==> config.mk <==
export PLATFORM = sky130hd
export DESIGN_NAME = tli_div
export DESIGN_NICKNAME = d
export VERILOG_FILES = /design/src/tli_pkg.sv /design/src/tli_div.sv
export SDC_FILE = /design/constraint.sdc
export NUM_CORES = 1
export LEC_CHECK = 0
export BUFFER_PORTS_ARGS = -buffer_cell sky130_fd_sc_hd__buf_2
export CELL_PAD_IN_SITES_DETAIL_PLACEMENT = 1
export CELL_PAD_IN_SITES_GLOBAL_PLACEMENT = 1
export CORE_MARGIN = 1.5
export CORE_UTILIZATION = 44
export CTS_BUF_LIST = sky130_fd_sc_hd__clkbuf_8
export CTS_CLUSTER_SIZE = 16
export DETAILED_ROUTE_END_ITERATION = 12
export GPL_TIMING_DRIVEN = 0
export PLACE_DENSITY = 0.87
export SYNTH_ARGS = -nofsm -noshare
export SYNTH_HDL_FRONTEND = slang
export SYNTH_SLANG_ARGS = --single-unit
==> constraint.sdc <==
create_clock -name clk -period 3.03 [get_ports clk]
set_input_delay 0.303 -clock clk [delete_from_list [all_inputs] [get_ports clk]]
set_output_delay 0.303 -clock clk [all_outputs]
set_load 0.05 [all_outputs]
==> src/tli_pkg.sv <==
package tli_pkg;

  localparam int WORD_W  = 32;
  localparam int COUNT_W = 9;
  localparam int CFG_IDX_W = 1;

  typedef enum logic [CFG_IDX_W-1:0] {
    CFG_THRESHOLD_MASS = 1'b0,
    CFG_ENTRIES_IN_USE = 1'b1
  } cfg_idx_t;

  typedef enum logic {
    FUNC_LOAD  = 1'b0,
    FUNC_QUERY = 1'b1
  } func_t;

  typedef enum logic [2:0] {
    ST_INTERP  = 3'd0,
    ST_EXACT   = 3'd1,
    ST_OUTSIDE = 3'd2,
    ST_BELOW   = 3'd3,
    ST_EMPTY   = 3'd4
  } status_t;

endpackage

==> src/tli_div.sv <==
// Restoring divider, one quotient bit per cycle. Dividend high half must be
// below the divisor, so the quotient fits one word.
module tli_div
  import tli_pkg::*;
(
  input  logic                clk,
  input  logic                rst_n,
  input  logic                start,
  input  logic [2*WORD_W-1:0] dividend,
  input  logic [WORD_W-1:0]   divisor,
  output logic                done,
  output logic [WORD_W-1:0]   quotient
);

  localparam int CNT_W = $clog2(WORD_W);

  logic              busy_r;
  logic              done_r;
  logic [CNT_W-1:0]  cnt_r;
  logic [WORD_W-1:0] rem_r;
  logic [WORD_W-1:0] quo_r;
  logic [WORD_W-1:0] dvs_r;
  logic [WORD_W:0]   trial;
  logic              fits;

  assign trial = {rem_r, quo_r[WORD_W-1]};
  assign fits  = trial >= {1'b0, dvs_r};

  always_ff @(posedge clk) begin
    if (!rst_n) begin
      busy_r <= 1'b0;
      done_r <= 1'b0;
      cnt_r  <= '0;
    end else begin
      done_r <= 1'b0;
      if (start) begin
        busy_r <= 1'b1;
        cnt_r  <= '0;
        rem_r  <= dividend[2*WORD_W-1:WORD_W];
        quo_r  <= dividend[WORD_W-1:0];
        dvs_r  <= divisor;
      end else if (busy_r) begin
        rem_r <= fits ? WORD_W'(trial - {1'b0, dvs_r}) : trial[WORD_W-1:0];
        quo_r <= {quo_r[WORD_W-2:0], fits};
        cnt_r <= cnt_r + CNT_W'(1);
        if (cnt_r == CNT_W'(WORD_W - 1)) begin
          busy_r <= 1'b0;
          done_r <= 1'b1;
        end
      end
    end
  end

  assign done     = done_r;
  assign quotient = quo_r;

endmodule

==> results.md <==
* Outcome: completed
* Antenna cells at 0
* EDFF count, synth at 96
* Synth Flop Type: edfxtp_1
* Worst endpoint required time at 3.16 ns
* Critical path arrival at 3.07 ns
* Die area at 14800 um^2
* Mean Syn Cell Area at 10.64 um^2
* Distinct cells, synth at 57
* Clock Tree Root: clkbuf_8
* Initial DRC Count at 269
* Max Fclk at 339.2 MHz
* Pre-CTS setup slack at -0.2240 ns
* I/O Buffers at 130
* CORE AREA at 13830 um^2
* Worst Tran Pin Value at 0.9595 ns
* Synth top area cells: edfxtp_1 47%, ha_1 6.9%, mux2_2 6.0%
* Lkg Pwr at 3.089 nW
* Crit Path Category: register to register
* Synth Warn # at 0
* Worst-path cell chain: ha_1 > a21oi_2 > o21ai_0 > a21oi_2 > nor2_1 > nor3b_2 > o31a_1 > buf_6 > buf_6 > mux2i_4 > o21ai_1
* Die height at 121.6 um
* Pwr Total at 0.004013 W
* Synth top area share at 46.55%
* Hold buffers post-CTS at 0
* Top-count cell post-synth: edfxtp_1
* Max_cap viols at 0
* CP Depth at 11
* Syn_nets at 716
* Clock-pin slew on the worst setup and hold paths at 0.11 ns
* DPL Wire Length at 13.55 mm
* Final clock skew at 0.01747 ns
* Worst setup EP type: register
* Nets at 853
* Mapped Cells at 582
* Commonest cells in the netlist: 96 x edfxtp_1, 55 x nand2_1, 44 x inv_1
* Shortest period the worst path allows at 2.948 ns
* First-pass GRT wire length at 28.78 mm
* Total track usage at 25.46%
* DRC violations left at 0
* Post-synthesis async set-or-reset flop share at 0%
* Slew margin rel. at 36.03%
* Top delay family on crit path: compound AO/OA/AOI/OAI gates
* Worst path max stage delay at 0.43 ns
* Hold Slack at 0.07167 ns
* FILL cells at 1547
* P per Cell Area at 530.5 nW/um^2
* # setup viols final at 0
* Rows at 43
* Starting density of the core at 44.79%
* Via/cell ratio at 5.685
* Vias in the first global route at 5758
* Gr ovfl total at 0
* Register-to-Register Path Depth at 11
* Final slew viol count at 0
* Die Span X at 121.6 um
* CP Max Fanout at 10
* DR vias at 5139
* Per-cell routed wire length at 20.56 um
* Worst Setup Start Kind: register
* CP endpoint: rem_r[1]
* Share of cells above drive strength 1 at 32.46%
* CTS buffer count at 9
* Final hold vios at 0
* Fin crit share at 97.30%
* Top Ports at 132
* Max Buffers Root-to-Sink at 2
* Clk_lat worst skew at 0.40 ns
* Worst path bufs/invs at 2
* Area grow syn2layout at 22.12%
* Share of the yosys chip area belonging to registers at 48.81%
* CP startpoint: rem_r[9]
* Peak VDD IR at 334.0 uV
* Synth area leader: edfxtp_1
* Area of the mapped netlist at 6193 um^2
* TritonCTS clock tree: yes
* CTS H-tree depth at 3
* Hold Crit Class: primary input to register
* Sink Count at 103
* Post-layout util at 54.70%
* Post-route ant nets at 0
* Slowest-stage cell, CP: edfxtp_1
* Largest net degree at the start of global routing at 66
* Final WS setup at 0.08191 ns
* Reg-to-Reg End: rem_r[1]
* Initial antenna violation count at 0
* Final wirelength at 18.59 mm
* R2r setup slk at 0.08 ns
* Synthesized flop and latch total at 103
* Worst Hold Launch: divisor[17]
* FF-to-FF Start: rem_r[9]
* Gpl congestion at 0.9210
* Drt pass-1 iters at 5
==> registers in the layout, summed over array words and instances (netlist names) <==
register	cells
quotient	32
dvs_r	32
busy_r	1
cnt_r	5
rem_r	32
done	1
==> area by class of cell <==
class | count | area [um^2] | area share [%]
inverters | 44 | 165.2 | 2.184
clock buffers | 9 | 123.9 | 1.638
well taps | 180 | 225.2 | 2.978
plain buffers | 22 | 123.9 | 1.638
repair buffers | 133 | 673.1 | 8.900
clock inverters | 7 | 82.58 | 1.092
multi-input cells | 406 | 3147 | 41.60
flip-flops and latches | 103 | 3023 | 39.97
==> kinds of logic (layout without fill, tap and decap cells) <==
group | count (synthesis) | in the layout | share of synthesized area (%)
adders and majority gates | 35 | 35 | 7.192
AOI/OAI and AO/OA | 134 | 134 | 14.85
buffers and inverters | 73 | 215 | 4.768
and+or+nand+nor | 166 | 166 | 12.83
xor gates and xnor gates | 29 | 29 | 4.101
muxes | 42 | 42 | 7.455
DFF | 103 | 103 | 48.81
==> layer usage <==
| metal | routed length (um) | vias up | global-route usage, % |
|---|---|---|---|
| li1 | - | 2432 | - |
| met1 | 7382 | 2505 | 28.41 |
| met2 | 9716 | 167 | 47.10 |
| met3 | 1061 | 35 | 5.571 |
| met4 | 428 | 0 | 9.779 |
| met5 | 0 | - | 0 |
==> repair_timing <==
item	in CTS	in global routing
pin swaps	2	7
gates cloned	0	0
setup buffers	0	3
gates resized for setup	9	51
setup endpoints to repair	32	32
==> cell usage in the layout (no fill, tap or decap), types with 6 or more instances in the layout <==
cell / netlist / layout
xnor2_1: 12 / 12
o311ai_1: 18 / 12
a21oi_1: 33 / 26
o21ai_0: 21 / 17
nor2_1: 29 / 28
nand3_1: 34 / 34
clkbuf_1: 20 / 13
inv_1: 44 / 45
buf_2: 2 / 130
a21o_1: 13 / 13
a21oi_2: 0 / 7
mux2i_1: 9 / 8
ha_2: 0 / 7
nand4_1: 6 / 6
xor2_1: 17 / 17
and2_1: 7 / 6
a31oi_1: 13 / 12
nand2_1: 55 / 54
edfxtp_1: 96 / 96
mux2_2: 33 / 33
and3_1: 7 / 7
clkbuf_8: 0 / 9
ha_1: 34 / 23
dfxtp_1: 7 / 7
==> worst min path at each step <==
stage / slack [ns] / depth (start not counted) / endpoint
2_1_floorplan: 0.40 / 0 / dvs_r[0]
3_3_place_gp: 0.48 / 2 / cnt_r[4]
3_5_place_dp: 0.48 / 1 / dvs_r[5]
4_1_cts: 0.07 / 1 / dvs_r[26]
5_1_grt: 0.06 / 1 / dvs_r[11]
6_report: 0.07 / 1 / dvs_r[17]
==> report_power, final <==
part           switching [W]  total [W]  internal [W]
sequential         0.0000589    0.00176       0.00170
clock               0.000539   0.000935      0.000396
combinational       0.000800    0.00132      0.000519
total                0.00140    0.00401       0.00262
==> per-stage QoR <==
step	TNS, ns	instance area, um^2	cells
final	0	7564	904
after global routing	-0.06341	7564	904
after CTS	0	7313	903
after detailed placement	-3.537	7078	892
after global placement	-33.79	7069	892
after floorplan	0	6193	582
==> worst reg2reg max path: cells and delay by family, from the launching register on <==
family / cells / cell delay, ns
adder cells (fa/ha/maj): 1 / 0.43
AND/OR/NAND/NOR: 2 / 0.29
flip-flops: 1 / 0.43
AO/OA/AOI/OAI: 5 / 0.92
buffers and inverters: 2 / 0.36
multiplexers: 1 / 0.26
No activity file was read; power rests on OpenSTA's default activity.
